File: src/sv/rrwf_pkg.sv
`default_nettype none

package rrwf_pkg;

   // field widths
   localparam int COL_W   = 12;
   localparam int PIXEL_W = 8;
   localparam int CSR_IDX_W = 8;

   // longest row the column counter ever walks
   localparam int LINE_PIXELS_MAX = 4096;

   // pixel codes
   localparam logic [PIXEL_W-1:0] PIXEL_RUN_START = 8'd255;
   localparam logic [PIXEL_W-1:0] PIXEL_RUN_END   = 8'd0;

   // register indexes
   localparam logic [CSR_IDX_W-1:0] CSR_FRAME_WIDTH   = 8'd0;
   localparam logic [CSR_IDX_W-1:0] CSR_FRAME_HEIGHT  = 8'd1;
   localparam logic [CSR_IDX_W-1:0] CSR_MIN_RUN_WIDTH = 8'd2;
   localparam logic [CSR_IDX_W-1:0] CSR_MAX_RUN_WIDTH = 8'd3;

   // register reset values
   localparam logic [COL_W-1:0] FRAME_WIDTH_RESET   = 12'd640;
   localparam logic [COL_W-1:0] FRAME_HEIGHT_RESET  = 12'd480;
   localparam logic [COL_W-1:0] MIN_RUN_WIDTH_RESET = 12'd5;
   localparam logic [COL_W-1:0] MAX_RUN_WIDTH_RESET = 12'd40;

   typedef struct packed {
      logic [COL_W-1:0] frame_width;
      logic [COL_W-1:0] frame_height;
      logic [COL_W-1:0] min_width;
      logic [COL_W-1:0] max_width;
   } cfg_type;

   typedef struct packed {
      logic [COL_W-1:0] row;
      logic [COL_W-1:0] start_col;
      logic [COL_W-1:0] end_col;
      logic [COL_W-1:0] mid_col;
   } run_type;

endpackage

`default_nettype wire

File: src/sv/rrwf_csr.sv
`default_nettype none

module rrwf_csr
   import rrwf_pkg::*;
(
   input  wire logic                 clock,
   input  wire logic                 reset,
   input  wire logic                 wr_en,
   input  wire logic [CSR_IDX_W-1:0] wr_index,
   input  wire logic [COL_W-1:0]     wr_data,
   output cfg_type                   cfg
);

   cfg_type cfg_ff;
   cfg_type cfg_in;

   // decode the write; unknown indexes leave everything as it is
   always_comb begin
      cfg_in = cfg_ff;
      if (wr_en) begin
         case (wr_index)
            CSR_FRAME_WIDTH:   cfg_in.frame_width  = wr_data;
            CSR_FRAME_HEIGHT:  cfg_in.frame_height = wr_data;
            CSR_MIN_RUN_WIDTH: cfg_in.min_width    = wr_data;
            CSR_MAX_RUN_WIDTH: cfg_in.max_width    = wr_data;
            default:           cfg_in = cfg_ff;
         endcase
      end
   end

   always_ff @(posedge clock) begin
      if (reset) begin
         cfg_ff.frame_width  <= FRAME_WIDTH_RESET;
         cfg_ff.frame_height <= FRAME_HEIGHT_RESET;
         cfg_ff.min_width    <= MIN_RUN_WIDTH_RESET;
         cfg_ff.max_width    <= MAX_RUN_WIDTH_RESET;
      end else begin
         cfg_ff <= cfg_in;
      end
   end

   assign cfg = cfg_ff;

endmodule

`default_nettype wire

File: src/sv/rrwf_tracker.sv
`default_nettype none

module rrwf_tracker
   import rrwf_pkg::*;
(
   input  wire logic               clock,
   input  wire logic               reset,
   input  wire cfg_type            cfg,
   input  wire logic               step,
   input  wire logic [PIXEL_W-1:0] pixel,
   input  wire logic               res_stall,
   output logic                    accept,
   output logic                    res_valid,
   output run_type                 res
);

   logic [COL_W-1:0] col_ff,    col_in;
   logic [COL_W-1:0] row_ff,    row_in;
   logic             active_ff, active_in;
   logic [COL_W-1:0] start_ff,  start_in;
   logic             valid_ff,  valid_in;
   run_type          res_ff,    res_in;

   logic [COL_W:0]   col_next;
   logic [COL_W:0]   row_next;
   logic [COL_W:0]   mid_sum;
   logic [COL_W-1:0] run_span;
   logic             last;
   logic             ending;
   logic             starting;
   logic             hit;

   // result register frees up when empty or taken
   assign accept = !valid_ff || !res_stall;

   // classify the current column and pixel
   always_comb begin
      col_next = {1'b0, col_ff} + 1'b1;
      row_next = {1'b0, row_ff} + 1'b1;
      mid_sum  = {1'b0, start_ff} + {1'b0, col_ff};
      run_span = col_ff - start_ff;
      last     = (col_next >= {1'b0, cfg.frame_width})
               || ({{(32-COL_W-1){1'b0}}, col_next} >= 32'(LINE_PIXELS_MAX));
      ending   = active_ff && ((pixel == PIXEL_RUN_END) || last);
      starting = !active_ff && (pixel == PIXEL_RUN_START) && !last;
      hit      = ending && (run_span >= cfg.min_width) && (run_span <= cfg.max_width);
   end

   // advance the run state and the counters on each item
   always_comb begin
      col_in    = col_ff;
      row_in    = row_ff;
      active_in = active_ff;
      start_in  = start_ff;
      if (step) begin
         if (ending) begin
            active_in = 1'b0;
         end else if (starting) begin
            active_in = 1'b1;
            start_in  = col_ff;
         end
         if (last) begin
            col_in = '0;
            row_in = (row_next >= {1'b0, cfg.frame_height}) ? '0 : row_next[COL_W-1:0];
         end else begin
            col_in = col_next[COL_W-1:0];
         end
      end
   end

   // load the result register
   always_comb begin
      valid_in = valid_ff;
      res_in   = res_ff;
      if (accept) begin
         valid_in = step && hit;
         if (step && hit) begin
            res_in.row       = row_ff;
            res_in.start_col = start_ff;
            res_in.end_col   = col_ff;
            res_in.mid_col   = mid_sum[COL_W:1];
         end
      end
   end

   always_ff @(posedge clock) begin
      if (reset) begin
         col_ff    <= '0;
         row_ff    <= '0;
         active_ff <= 1'b0;
         start_ff  <= '0;
         valid_ff  <= 1'b0;
      end else begin
         col_ff    <= col_in;
         row_ff    <= row_in;
         active_ff <= active_in;
         start_ff  <= start_in;
         valid_ff  <= valid_in;
      end
   end

   always_ff @(posedge clock) begin
      res_ff <= res_in;
   end

   assign res_valid = valid_ff;
   assign res       = res_ff;

endmodule

`default_nettype wire

File: src/sv/row_run_width_filter.sv
`default_nettype none

// Row run width filter. Pixels arrive one per item, left to right and row by
// row; a run opens at a 255 pixel (never in the last column) and closes at the
// next 0 pixel or at the last column of the row. A run whose end minus start
// lies within min_run_width..max_run_width gives one item on the rsp_ side
// with row, start, end and truncated midpoint. One pixel is taken per clock
// while no held result stalls it; an item passes an input register and then
// the run tracker with its result register, from which its result is offered,
// and the only stall on req_ comes back from a held result. Registers (index 0 to
// 3: frame_width, frame_height, min_run_width, max_run_width) are written over
// csr_, which is always ready; writes take effect at once and are to be made
// while no pixel is in flight.
module row_run_width_filter
   import rrwf_pkg::*;
(
   input  wire logic                 clock,
   input  wire logic                 reset,
   input  wire logic                 req_valid,
   output logic                      req_stall,
   input  wire logic [PIXEL_W-1:0]   req_pixel_value,
   output logic                      rsp_valid,
   input  wire logic                 rsp_stall,
   output logic [COL_W-1:0]          rsp_run_row,
   output logic [COL_W-1:0]          rsp_run_start,
   output logic [COL_W-1:0]          rsp_run_end,
   output logic [COL_W-1:0]          rsp_run_middle,
   input  wire logic                 csr_valid,
   output logic                      csr_ready,
   input  wire logic [CSR_IDX_W-1:0] csr_index,
   input  wire logic [COL_W-1:0]     csr_wdata
);

   cfg_type            cfg;
   run_type            res;
   logic               accept;
   logic               step;
   logic               pix_valid_ff, pix_valid_in;
   logic [PIXEL_W-1:0] pixel_ff,     pixel_in;

   assign csr_ready = 1'b1;

   rrwf_csr u_csr (
      .clock    (clock),
      .reset    (reset),
      .wr_en    (csr_valid && csr_ready),
      .wr_index (csr_index),
      .wr_data  (csr_wdata),
      .cfg      (cfg)
   );

   // input register: hold while the tracker cannot take the item
   assign req_stall = pix_valid_ff && !accept;
   assign step      = pix_valid_ff && accept;

   always_comb begin
      pix_valid_in = pix_valid_ff;
      pixel_in     = pixel_ff;
      if (!req_stall) begin
         pix_valid_in = req_valid;
         pixel_in     = req_pixel_value;
      end
   end

   always_ff @(posedge clock) begin
      if (reset) begin
         pix_valid_ff <= 1'b0;
      end else begin
         pix_valid_ff <= pix_valid_in;
      end
   end

   always_ff @(posedge clock) begin
      pixel_ff <= pixel_in;
   end

   rrwf_tracker u_tracker (
      .clock     (clock),
      .reset     (reset),
      .cfg       (cfg),
      .step      (step),
      .pixel     (pixel_ff),
      .res_stall (rsp_stall),
      .accept    (accept),
      .res_valid (rsp_valid),
      .res       (res)
   );

   assign rsp_run_row    = res.row;
   assign rsp_run_start  = res.start_col;
   assign rsp_run_end    = res.end_col;
   assign rsp_run_middle = res.mid_col;

   // a run always closes to the right of where it opened
   a_run_order: assert property (@(posedge clock) disable iff (reset)
      rsp_valid |-> (rsp_run_end > rsp_run_start))
      else $error("run end not beyond run start");

   // the midpoint lies within the run
   a_mid_inside: assert property (@(posedge clock) disable iff (reset)
      rsp_valid |-> (rsp_run_middle >= rsp_run_start && rsp_run_middle <= rsp_run_end))
      else $error("run midpoint outside the run");

   // the input side stalls only behind a held result
   a_stall_cause: assert property (@(posedge clock) disable iff (reset)
      req_stall |-> (rsp_valid && rsp_stall && pix_valid_ff))
      else $error("input stalled without a held result");

   // a stalled pixel is still pending in the next cycle
   a_pixel_held: assert property (@(posedge clock) disable iff (reset)
      req_stall |=> (pix_valid_ff && $stable(pixel_ff)))
      else $error("stalled pixel lost");

endmodule

`default_nettype wire

File: config.mk
export PLATFORM = sky130hd
export DESIGN_NAME = row_run_width_filter
export DESIGN_NICKNAME = d
export VERILOG_FILES = /design/src/sv/rrwf_pkg.sv /design/src/sv/rrwf_csr.sv /design/src/sv/rrwf_tracker.sv /design/src/sv/row_run_width_filter.sv
export SDC_FILE = /design/constraint.sdc
export NUM_CORES = 1
export LEC_CHECK = 0
export BUFFER_PORTS_ARGS = -buffer_cell sky130_fd_sc_hd__buf_2
export CAP_MARGIN = 0
export CORE_MARGIN = 2
export CORE_UTILIZATION = 64
export CTS_CLUSTER_DIAMETER = 200
export DETAILED_ROUTE_END_ITERATION = 7
export PLACE_DENSITY = 0.95
export SETUP_SLACK_MARGIN = 0.15
export SYNTH_ARGS = -nofsm -noshare
export SYNTH_HDL_FRONTEND = slang
export SYNTH_SLANG_ARGS = --single-unit
File: constraint.sdc
create_clock -name clock -period 18.9 [get_ports clock]
set_clock_uncertainty 0.05 [all_clocks]
set_input_delay 0.945 -clock clock [delete_from_list [all_inputs] [get_ports clock]]
set_output_delay 0.945 -clock clock [all_outputs]
set_load 0.005 [all_outputs]
-- Word level (Yosys, flattened, before mapping)
Index checks and enable logic that the tools add are counted.
- flip-flop bits (word level): 143
- output and inout port bits: 51
- input bits: 33
- logic and storage cells: 60
- mux-type cells: 4
- eq/ne operators: 4
- $lt $le $gt $ge: 5
- $add $sub $neg: 4
- bitwise operators: 1
- reductions and logical operators: 27
- operator list (operator ; number):
    adder 12 x 1 -> 13 bit, second input constant ; 2
    >= comparator 13 x 12 -> 1 bit ; 2
    two-way mux 12 bit ; 2
    equality test 8 x 2 -> 1 bit, second input constant ; 2
    zero test 8 bit ; 2
    AND reduction 2 bit ; 7
    adder 12 x 12 -> 13 bit ; 1
    >= comparator 13 bit, second input constant ; 1
    >= comparator 12 bit ; 1
    less-or-equal comparator 12 bit ; 1
    subtractor 12 bit ; 1
    equality test 8 x 1 -> 1 bit, second input constant ; 1
    equality test 8 bit, second input constant ; 1
    logical AND 1 bit ; 8
    zero test 1 bit ; 5
    logical OR 1 bit ; 3
    AND reduction 3 bit ; 1
    two-way mux 1 bit ; 2
    nonzero test 2 bit ; 1
    NOT 1 bit ; 1

-- Depth between registers and ports, before layout
Gate-level depths: netlist of the first run.
- word-level depth: 9
- mapped depth: 17
- gate-level depth less buffers: 17

-- Cells and area by module
Synthesis of the first run repeated with hierarchy kept, for this count alone.
- cell total of the unflattened synthesis: 783
- area, all modules: 7831.3 um2
- modules (own cells, without submodules) (module ; times used ; area each (um2) ; cells each ; seq. area each (um2)):
    rrwf_tracker ; 1 ; 5517.8 ; 585 ; 2202.1
    rrwf_csr ; 1 ; 2004.4 ; 182 ; 960.9
    row_run_width_filter ; 1 ; 309.0 ; 16 ; 260.2

-- Worst setup path after synthesis of the first run
OpenSTA, ideal clock, no wires.
- kind: register to register
- start point: register u_tracker.col_ff[0]
- end point: register u_tracker.res_ff, in the netlist u_tracker.res[0] (enable)
- slack: 11553 ps
- cell stages (with the launch flop): 18
- period minus slack after synthesis: 7347 ps
- data arrival time: 6784 ps
- buffers on the path: 0
- library setup time: 513 ps
- required time: 18337 ps
- path through: dfxtp_1 > inv_1 > ha_1 > inv_1 > fa_1 > a21o_1 > a21oi_1 > o21ai_0 > or4_1 > a2111o_1 > o311ai_0 > ha_1 > nand4_1 > nor2_1 > a21boi_0 > o41ai_1 > nand2_1 > nor3_1
- word-level cells in the longest chain between the ends: 9
- elaborated cells on any way between the ends: 13
- classes of those cells: add/sub (2); order compare (4); reduce/logical (7)
- ends and longest elaborated chain (element ; RTL line ; source):
    from (decl) ; rrwf_tracker.sv:17 ; logic [COL_W-1:0] col_ff, col_in;
    from (signal assigned) ; rrwf_tracker.sv:94 ; col_ff <= col_in;
    adder 12 x 1 -> 13 bit ; rrwf_tracker.sv:38 ; col_next = {1'b0, col_ff} + 1'b1;
    >= comparator 13 x 12 -> 1 bit or >= comparator 13 bit (tied branches) ; rrwf_tracker.sv:42, rrwf_tracker.sv:43 ;
    logical OR 1 bit ; rrwf_tracker.sv:43 ; || ({{(32-COL_W-1){1'b0}}, col_next} >= 32'(LINE_PIXELS_MAX));
    logical OR 1 bit ; rrwf_tracker.sv:44 ; ending = active_ff && ((pixel == PIXEL_RUN_END) || last);
    logical AND 1 bit ; rrwf_tracker.sv:44 ;
    logical AND 1 bit ; rrwf_tracker.sv:46 ; hit = ending && (run_span >= cfg.min_width) && (run_span <= cfg.max_width);
    logical AND 1 bit * ; rrwf_tracker.sv:46 ;
    logical AND 1 bit * ; rrwf_tracker.sv:77 ; if (step && hit) begin
    AND reduction 2 bit (no line) * ; -- ;
    to (signal assigned) ; rrwf_tracker.sv:103 ; res_ff <= res_in;
    to (decl) ; rrwf_tracker.sv:22 ; run_type res_ff, res_in;
Mark *: on every way between the ends. The rest lies on a longest branch, timed or not.
A chain may end at the register's enable or synchronous reset.

-- Worst setup path after layout of the first run
- start point: register u_tracker.col_ff[0]
- end point: register u_tracker.res_ff, in the netlist u_tracker.res[38] (enable)
The elaborated chain is that of the path after synthesis.

==> key figures, run 1 <==
Global route
  • GR Overflow Total: 0
  • Vias in the first global route: 6551
  • Gr busiest metal: met2
  • Met1 GRT Util: 0.366
  • GRT Util Overall: 0.308
  • Largest net degree at the start of global routing: 94
  • Initial antenna violation count: 0
  • First-pass GRT wire length: 31100 um
  • Met3 Usage GRT: 0.0861
  • Met2 Use GR: 0.503

Worst setup path
  • Crit path launch type: flop
  • Reg-to-reg startpoint: u_tracker.col_ff[0]$_SDFFE_PP0P_
  • Crit Path Max Fanout: 48
  • CP endpoint kind: flop
  • CP required: 18920 ps
  • Critical path arrival: 5200 ps
  • FF-to-FF End: u_tracker.res[38]$_DFFE_PP_
  • Crit path kind: reg2reg
  • Crit path launch: u_tracker.col_ff[0]$_SDFFE_PP0P_
  • FF-to-FF path depth: 18
  • R2r setup slk: 13720 ps

STA
  • Transition time of the tightest slew-check pin: 1020 ps
  • Final Worst Setup Slack: 13720 ps
  • Max Slew Vio Count: 0
  • Max Clock Freq: 0.193 GHz
  • Final-report hold violation count: 0
  • Final Cycle Share: 0.274
  • Final setup TNS: 0 ps
  • # setup viols final: 0
  • Min Tclk post-route: 5180 ps
  • Relative slew slack: 0.316
  • WHS: 407 ps
  • RSZ-0062 raised after global routing: no

Power and ir drop
  • Sw power: 0.000152 W
  • Clock share of power: 0.514
  • Cell Pwr Density: 80.0 mW/mm2
  • Comb power frac: 0.030
  • Total power: 0.000704 W
  • Sequential Power Share: 0.456
  • Switching part of the total power: 0.216
  • Maximum VDD drop: 0.0000500 V
  • P_leak: 3.58 nW
  • P_int: 0.000551 W

Finish
  • Register area: 0.00342 mm2
  • Nets: 985
  • Share of layout cells above drive strength 1: 0.148
  • Layout fillers: 749
  • Area occupied by multi-input gates: 0.00384 mm2
  • Antenna cell count: 0
  • Synthesis-to-layout area growth: 14.3%

Clock tree
  • Root Driver: clkbuf_16
  • Register clock-pin slew on the reported worst setup and hold paths: 60 ps
  • Clock tree from TritonCTS: built
  • Postcts setup bufs: 0
  • Post-cts hold buffer count: 0
  • Post-CTS sizing: 0
  • CTS Sinks: 143
  • Clock buffer depth: 2
  • H-tree levels: 4
  • Later-pin clock latency in the skew report: 440 ps
  • Cts bufs inserted: 17

Yosys
  • Main combinational cell family by area after synthesis: simple AND/OR/NAND/NOR gates
  • Sequential fraction of the synthesis area: 0.445
  • Syn nets: 914
  • Main flop type after synthesis: dfxtp_1
  • Synthesized area: 0.00770 mm2
  • Adder-cell share of the synthesized area: 0.124
  • Multiplexer share of the synthesized area: 0.0429
  • Cells after Synth: 806
  • Synth Area in Compound Gates: 0.122
  • Ys async rst share: 0
  • Post-synth cell types: 63
  • XOR/XNOR Fraction of Synth Area: 0.0410
  • Synthesis Warnings: 0
  • Simple-gate share of the synthesized area: 0.168
  • #FFs+latches synth: 143
  • Post-synth EDFFs: 56
  • Mean Syn Cell Area: 9.55 um2

Placed design
  • Gpl congestion: 0.923
  • Setup Slack @ Placement: 13740 ps
  • Port-buffer cells: 82
  • Post-detail-place hpwl: 12100 um

Routing
  • Via count: 6622
  • Drt total wl: 19400 um
  • Drt drc: 0
  • Detail Route Antenna Nets: 0
  • Router iterations before antenna repair: 6
  • Number of vias per cell: 6.39
  • 1st-iter DRT viols: 722
  • Detailed-route wire length per cell: 18.7 um

Floorplan
  • Initial core utilization: 0.649
  • Row cnt: 40
  • I/O pin cnt: 84
  • Die width: 114 um
  • Die area: 0.0129 mm2
  • Total core area: 0.0119 mm2
  • Die height: 114 um

Min path
  • Hold depth: 2
  • Hold Path Sink: u_csr.cfg[25]$_SDFFE_PP0P_
  • Hold Path Class: reg2reg
  • Hold_sp: u_csr.cfg[25]$_SDFFE_PP0P_

Run
  • Max_cap viols: 0

Status
  • Status: completed
[synthesized netlist by cell type, drive strengths merged, types with 7 or more instances]
cell type / number / area [um2]
a211o: 11 / 96.3
nor4: 9 / 71.3
inv: 76 / 285
nor2: 78 / 295
mux2i: 33 / 330
dfxtp: 87 / 1740
a21oi: 53 / 269
nand3: 29 / 150
edfxtp: 56 / 1680
nand2: 79 / 297
clkbuf: 21 / 78.8
xor2: 13 / 114
buf: 12 / 73.8
nor2b: 8 / 50.1
xnor2: 23 / 201
o21ai: 24 / 120
and3: 8 / 50.1
nor3: 13 / 76.3
a21o: 7 / 52.6
nand4: 9 / 56.3
ha: 73 / 913
[area by class of cell]
class | count | area share
multi-input combinational | 554 | 0.437
sequential | 143 | 0.389
clock buffer | 19 | 0.0503
timing repair buffer | 85 | 0.0492
inverter | 76 | 0.0324
clock inverter | 13 | 0.0212
tap | 147 | 0.0209
[layout by cell type, fill, tap and decap left out, types with 6 or more instances in the layout]
master and count:
nor2b_1 8, nand2_1 79, a21oi_1 52, o21ai_0 23, a211o_1 11, edfxtp_1 56
clkbuf_16 17, xor2_1 13, o211ai_1 6, dfxtp_1 87, nor2_1 77, a21o_1 7
and3_1 8, inv_1 76, or2_2 6, nor4_1 8, nand3_1 28, buf_2 82
ha_1 73, xnor2_1 23, mux2i_1 33, nor3_1 11, nand4_1 9
[power groups by stage]
stage / sequential [W] / combinational, W / clock, W
finish: 0.000321 / 0.0000209 / 0.000362
floorplan: 0.000327 / 0.0000109 / 0
detailed placement: 0.000327 / 0.0000194 / 0
CTS: 0.000321 / 0.0000202 / 0.000361
global route: 0.000321 / 0.0000222 / 0.000374
global placement: 0.000327 / 0.0000188 / 0
[how the worst max path moves through the flow]
stage	slack, ps	end	cells past startpoint
after floorplan	11550	u_tracker.res[0]$_DFFE_PP_	17
after global routing	13380	u_tracker.res[38]$_DFFE_PP_	18
final	13720	u_tracker.res[38]$_DFFE_PP_	18
after global placement	13950	u_tracker.res[36]$_DFFE_PP_	18
after CTS	13690	u_tracker.res[45]$_DFFE_PP_	18
after detailed placement	13740	u_tracker.res[43]$_DFFE_PP_	18
[worst max-delay path, stage by stage (launching register included)]
cell      delay [ps]
dfxtp_1          370
inv_1            140
ha_1             170
inv_1             50
fa_1             400
a21o_1           180
a21oi_1          210
o21ai_0          150
or4_1            430
a2111o_1         370
o311ai_0         210
ha_1             400
nand4_1          130
nor2_1            80
a21boi_0         130
o41ai_1          470
nand2_1          120
nor3_2           180
buf_4            520
[registers in the layout, indices dropped and copies added (netlist names)]
name,cells
pix_valid_ff,1
pixel_ff,8
u_csr.cfg,48
u_tracker.active_ff,1
u_tracker.col_ff,12
u_tracker.res,48
u_tracker.res_valid,1
u_tracker.row_ff,12
u_tracker.start_ff,12
[metal layers]
layer	routed length, um	up-vias
met5	0	-
met4	1050	0
met3	1640	134
met2	9120	428
met1	7610	3088
li1	-	2972
[stage by stage]
stage / cells / area (um2) / util
after floorplan: 806 / 7700 / -
after global placement: 1005 / 8170 / 0.689
after detailed placement: 1005 / 8170 / 0.689
after CTS: 1037 / 8800 / 0.742
after global routing: 1037 / 8800 / 0.742
final: 1037 / 8800 / 0.742
[cells by family after synthesis]
group | count (synthesis)
compound gates | 145
xor+xnor | 36
fa+ha+maj | 75
buf+inv | 109
flops | 143
mux | 33
other cells | 1
simple gates | 264
Note: power is estimated with default switching activity, not from simulation.
==> run 2: changes to the inputs <==
- CORE_UTILIZATION: 64 -> 53
- PLACE_DENSITY: 0.95 -> 0.86
- clock period: 18.9 -> 4.3 ns (I/O delays scaled with it)
==> key figures, run 2 (same netlist as run 1, synthesis figures left out) <==
Global route
  • GRT Util Overall: 0.245 (-0.0630)
  • GR Overflow Total: 0 (unchanged)
  • First-pass GRT wire length: 30400 um (-2.0%)
  • Vias in the first global route: 6248 (-4.6%)
  • Initial antenna violation count: 0 (unchanged)
  • Largest net degree at the start of global routing: 66 (-30%)

Placed design
  • DP Area: 0.00839 mm2 (+2.8%)
  • Port-buffer cells: 82 (unchanged)
  • Gpl congestion: 0.892 (-3.3%)
  • Post-detail-place hpwl: 13000 um (+7.4%)

Min path
  • Hold depth: 2 (unchanged)
  • Hold Path Class: in2reg

Clock tree
  • Cts bufs inserted: 17 (unchanged)
  • Root Driver: clkbuf_16
  • Register clock-pin slew on the reported worst setup and hold paths: 60 ps (about the same)
  • CTS Sinks: 143 (unchanged)
  • Clock tree from TritonCTS: built
  • H-tree levels: 4 (unchanged)
  • Clock buffer depth: 2 (unchanged)
  • Later-pin clock latency in the skew report: 420 ps (-20 ps)

STA
  • Final Cycle Share: 1.01 (+0.733)
  • Transition time of the tightest slew-check pin: 958 ps (-62.1 ps)
  • WHS: 26.6 ps (-381 ps)
  • RSZ-0062 raised after global routing: yes
  • Max Clock Freq: 0.231 GHz (+20%)
  • Max Slew Vio Count: 0 (unchanged)
  • # setup viols final: 23 (+23)
  • Relative slew slack: 0.357 (+0.0417)
  • Final Worst Setup Slack: -29.7 ps (-13750 ps)
  • Final-report hold violation count: 0 (unchanged)
  • Min Tclk post-route: 4330 ps (-848 ps)

Routing
  • Routed length on met1: 7780 um (+2.3%)
  • Detailed-route wire length per cell: 17.1 um (-8.5%)
  • Via count: 6471 (-2.3%)
  • Detail Route Antenna Nets: 0 (unchanged)
  • Metal3 WL: 1340 um (-18%)
  • Number of vias per cell: 5.78 (-9.4%)
  • Drt drc: 0 (unchanged)
  • Router iterations before antenna repair: 5 (-1)
  • 1st-iter DRT viols: 545 (-25%)
  • Highest Signal Layer: met4
  • Drt total wl: 19200 um (-1.2%)
  • Met2 Routed Length: 9190 um (+0.73%)

Floorplan
  • I/O pin cnt: 84 (unchanged)
  • Die area: 0.0155 mm2 (+20%)
  • Total core area: 0.0144 mm2 (+21%)
  • Row cnt: 44 (+10%)
  • Initial core utilization: 0.536 (-0.113)
  • Die width: 125 um (+9.5%)
  • Die height: 125 um (+9.5%)

Finish
  • Layout fillers: 1066 (+42%)
  • Synthesis-to-layout area growth: 21.1%
  • Antenna cell count: 0 (unchanged)
  • Design Area, Final: 0.00932 mm2 (+6.0%)
  • Commonest non-fill, non-tap cell in the layout: dfxtp_1
  • Nets: 1030 (+4.6%)
  • Most frequent cells in the layout: dfxtp_1, buf_2, nand2_1
  • Share of layout cells above drive strength 1: 0.194 (+0.0453)

Worst setup path
  • CP endpoint kind: flop
  • Crit path launch type: flop
  • R2r setup slk: -30 ps (-13750 ps)
  • Crit Path Max Fanout: 7 (-85%)
  • FF-to-FF path depth: 19 (+1)
  • Critical path arrival: 4420 ps (-780 ps)
  • Slowest-stage cell, CP: a2111o_1
  • Crit path kind: reg2reg
  • CP required: 4390 ps (-14530 ps)
  • CP max stage delay: 430 ps (-90 ps)
  • Worst-path cell chain: inv_4, ha_4, inv_2, fa_2, a21o_1, a21oi_2, o21ai_2, or4_4, a2111o_1, o311ai_4, ha_1, nand4_1, nor2_1, a21boi_2, o41ai_2, nand2_1, nor3_4, buf_6, clkbuf_16

Run
  • Max_cap viols: 0 (unchanged)

Power and ir drop
  • Maximum VDD drop: 0.000267 V (+430%)
  • Cell Pwr Density: 318 mW/mm2 (+300%)
  • P_leak: 3.85 nW (+7.5%)

Status
  • Status: finished with violations
  • Failing checks: negative setup slack
[run 2: where the power goes]
part | internal [W] | switching, W | total [W]
Clock | 0.000905 | 0.000536 | 0.00144
Combinational | 0.0000512 | 0.0000661 | 0.000117
Sequential | 0.00141 | 0.00000471 | 0.00141
[run 2: per-stage QoR]
step           utilization  total power [W]  setup slack [ps]  cells  setup TNS [ps]
2_1_floorplan            -          0.00149              -582    806          -27930
3_3_place_gp         0.584          0.00153              62.7   1058               0
3_5_place_dp         0.584          0.00153             -55.1   1058           -2010
4_1_cts              0.642          0.00297              21.4   1113               0
5_1_grt              0.649          0.00305              -220   1119           -9540
6_report             0.649          0.00297             -29.7   1119            -380
[run 2: layout make-up]
class | count | area (um2) | area share
repair buffers | 130 | 867 | 0.0930
well taps | 184 | 230 | 0.0247
inverters | 76 | 288 | 0.0309
flip-flops and latches | 143 | 3430 | 0.368
clock buffers | 27 | 534 | 0.0573
multi-input cells | 554 | 3920 | 0.420
clock inverters | 5 | 51.3 | 0.00550
[run 2: layer usage]
metal,track usage,up-vias
li1,-,3061
met4,0.143,0
met5,0,-
met3,0.0481,69
met1,0.297,3044
met2,0.406,297
[run 2: final timing paths]
| path | startpoint | end |
|---|---|---|
| worst max register to register | u_tracker.col_ff[0]$_SDFFE_PP0P_ | u_tracker.res[35]$_DFFE_PP_ |
| worst max-delay path | u_tracker.col_ff[0]$_SDFFE_PP0P_ | u_tracker.res[35]$_DFFE_PP_ |
| worst min register to register | u_csr.cfg[17]$_SDFFE_PP0P_ | u_csr.cfg[17]$_SDFFE_PP0P_ |
| worst min-delay path | csr_wdata[5] | u_csr.cfg[29]$_SDFFE_PP1P_ |
[run 2: worst max-delay path: cells and delay by family, from the launching register on]
kind / cells / cell delay, ps
flip-flops: 1 / 350
buffers and inverters: 4 / 440
AO/OA/AOI/OAI: 7 / 1460
AND/OR/NAND/NOR: 5 / 970
adder cells (fa/ha/maj): 3 / 780
[run 2: repair_timing]
item                       CTS  global route
setup endpoints to repair   48            52
gates resized for setup      7            11
pin swaps                    4             1
gates cloned                 1             1
buffers inserted            13             5
hold buffers                 9             0
hold endpoints to repair     9             0
==> run 3: changes to the inputs <==
- CELL_PAD_IN_SITES_DETAIL_PLACEMENT: not set -> 0
- CELL_PAD_IN_SITES_GLOBAL_PLACEMENT: not set -> 1
- CORE_UTILIZATION: 53 -> 41
==> key figures, run 3 (same netlist as run 1, synthesis figures left out) <==
Status
  • Status: completed

Run
  • Max_cap viols: 0 (unchanged)

Clock tree
  • Later-pin clock latency in the skew report: 430 ps (about the same)
  • CTS Sinks: 143 (unchanged)
  • Clock buffer depth: 2 (unchanged)
  • Root Driver: clkbuf_16
  • Register clock-pin slew on the reported worst setup and hold paths: 60 ps (about the same)
  • H-tree levels: 4 (unchanged)
  • Cts bufs inserted: 17 (unchanged)
  • Clock tree from TritonCTS: built

Min path
  • Hold depth: 2 (unchanged)
  • Hold Path Class: in2reg

STA
  • RSZ-0062 raised after global routing: yes
  • Relative slew slack: 0.270 (-0.0869)
  • Final setup TNS: 0 ps (+380 ps)
  • Min Tclk post-route: 4270 ps (-59.5 ps)
  • # setup viols final: 0 (-100%)
  • Transition time of the tightest slew-check pin: 1090 ps (+137 ps)
  • Final Cycle Share: 0.993 (-0.0138)
  • Final Worst Setup Slack: 29.8 ps (+59.5 ps)
  • Final-report hold violation count: 0 (unchanged)
  • Max Slew Vio Count: 0 (unchanged)
  • Max Clock Freq: 0.234 GHz (+1.4%)

Finish
  • Layout Cells excl Fill: 1167 (+4.3%)
  • Most frequent cells in the layout: dfxtp_1, buf_2, nand2_1
  • Nets: 1028 (-0.19%)
  • Commonest non-fill, non-tap cell in the layout: dfxtp_1
  • Synthesis-to-layout area growth: 21.9%
  • Final core occ: 0.505 (-0.144)
  • Layout fillers: 1722 (+62%)
  • Register area: 0.00343 mm2 (about the same)
  • Share of layout cells above drive strength 1: 0.194 (+0.000415)
  • Design Area, Final: 0.00939 mm2 (+0.70%)
  • Area occupied by multi-input gates: 0.00394 mm2 (+0.64%)
  • Antenna cell count: 0 (unchanged)

Routing
  • 1st-iter DRT viols: 358 (-34%)
  • Detailed-route wire length per cell: 15.7 um (-8.2%)
  • Drt total wl: 18400 um (-4.2%)
  • Router iterations before antenna repair: 7 (+2)
  • Number of vias per cell: 5.15 (-11%)
  • Detail Route Antenna Nets: 0 (unchanged)
  • Via count: 6013 (-7.1%)
  • Drt drc: 0 (unchanged)

Floorplan
  • Total core area: 0.0186 mm2 (+29%)
  • Row cnt: 50 (+14%)
  • Die width: 141 um (+13%)
  • Die height: 141 um (+13%)
  • Die area: 0.0199 mm2 (+28%)
  • I/O pin cnt: 84 (unchanged)
  • Initial core utilization: 0.414 (-0.121)

Worst setup path
  • Crit Path Max Fanout: 8 (+1)
  • CP endpoint kind: flop
  • Crit path launch type: flop
  • Crit path kind: reg2reg
  • CP required: 4390 ps (about the same)
  • FF-to-FF path depth: 19 (unchanged)
  • Critical path arrival: 4360 ps (-60 ps)

Global route
  • First-pass GRT wire length: 29500 um (-3.2%)
  • GRT Util Overall: 0.188 (-0.0573)
  • Vias in the first global route: 5725 (-8.4%)
  • Largest net degree at the start of global routing: 58 (-12%)
  • Initial antenna violation count: 0 (unchanged)
  • GR Overflow Total: 0 (unchanged)

Power and ir drop
  • Cell Pwr Density: 316 mW/mm2 (-0.76%)
  • Maximum VDD drop: 0.000246 V (-7.6%)
  • P_leak: 3.82 nW (-0.74%)

Placed design
  • Port-buffer cells: 82 (unchanged)
  • Gpl congestion: 0.924 (+3.5%)
  • Setup Slack @ Placement: -68.7 ps (-13.6 ps)
  • Post-detail-place hpwl: 13100 um (+0.76%)
  • Placed cell count: 1109 (+4.8%)
  • DP Area: 0.00846 mm2 (+0.83%)
-- run 3: cell types whose count changed in the layout (fill, tap and decap cells not counted), moves of 2 or more --
cell,previous run,this run
clkinv_4,0,2
clkinv_2,3,1
inv_6,0,2
clkbuf_8,5,0
buf_4,32,30
clkinvlp_4,0,5
-- run 3: repair_timing --
item	4_1_cts	5_1_grt
setup buffers	8	5
pin swaps	1	2
setup endpoints to repair	48	56
hold buffers	9	0
gates cloned	2	2
hold endpoints to repair	9	0
resized for setup	7	12
-- run 3: per-layer routing --
metal | wire (um) | track usage | vias up | share of wire
li1 | - | - | 3055 | -
met5 | 0 | 0 | - | 0
met4 | 329 | 0.0584 | 0 | 0.018
met1 | 8920 | 0.263 | 2808 | 0.49
met2 | 8500 | 0.294 | 129 | 0.46
met3 | 606 | 0.0357 | 21 | 0.033
-- run 3: final timing paths --
check | slack (ps) | endpoint | start
worst max register to register | 30 | u_tracker.res[12]$_DFFE_PP_ | u_tracker.col_ff[0]$_SDFFE_PP0P_
worst max-delay path | 30 | u_tracker.res[12]$_DFFE_PP_ | u_tracker.col_ff[0]$_SDFFE_PP0P_
worst min register to register | 400 | u_csr.cfg[17]$_SDFFE_PP0P_ | u_csr.cfg[17]$_SDFFE_PP0P_
worst min-delay path | 20 | u_csr.cfg[29]$_SDFFE_PP1P_ | csr_wdata[5]
-- run 3: report_power, final --
group | internal, W | switching [W]
Combinational | 0.0000459 | 0.0000641
Sequential | 0.00140 | 0.00000380
Clock | 0.000857 | 0.000591
-- run 3: final cells by class --
class | instances | share of cell area
clock buffer | 20 | 0.0465
clock inverter | 12 | 0.0147
inverter | 76 | 0.0307
multi-input combinational | 554 | 0.420
sequential | 143 | 0.366
tap | 234 | 0.0312
timing repair buffer | 128 | 0.0913
-- run 3: worst max-delay path, stage by stage (launching register included) --
cell and delay, ps:
dfxtp_4 350, inv_4 60, ha_4 130, inv_2 30, fa_2 330, a21o_1 170
a21oi_2 140, o21ai_1 100, or4_4 420, a2111o_1 420, o311ai_4 120, ha_4 260
nand4_1 80, nor2_1 60, a21boi_2 160, o41ai_4 430, nand2_2 120, nor3_4 180
buf_6 200, clkbuf_16 170
-- run 3: metrics by stage --
| step | total power [W] | hold slack [ps] |
|---|---|---|
| after floorplan | 0.00149 | 264 |
| after detailed placement | 0.00153 | 344 |
| after global placement | 0.00153 | 343 |
| after CTS | 0.00299 | 7.80 |
| after global routing | 0.00306 | 15.9 |
| final | 0.00297 | 20.8 |
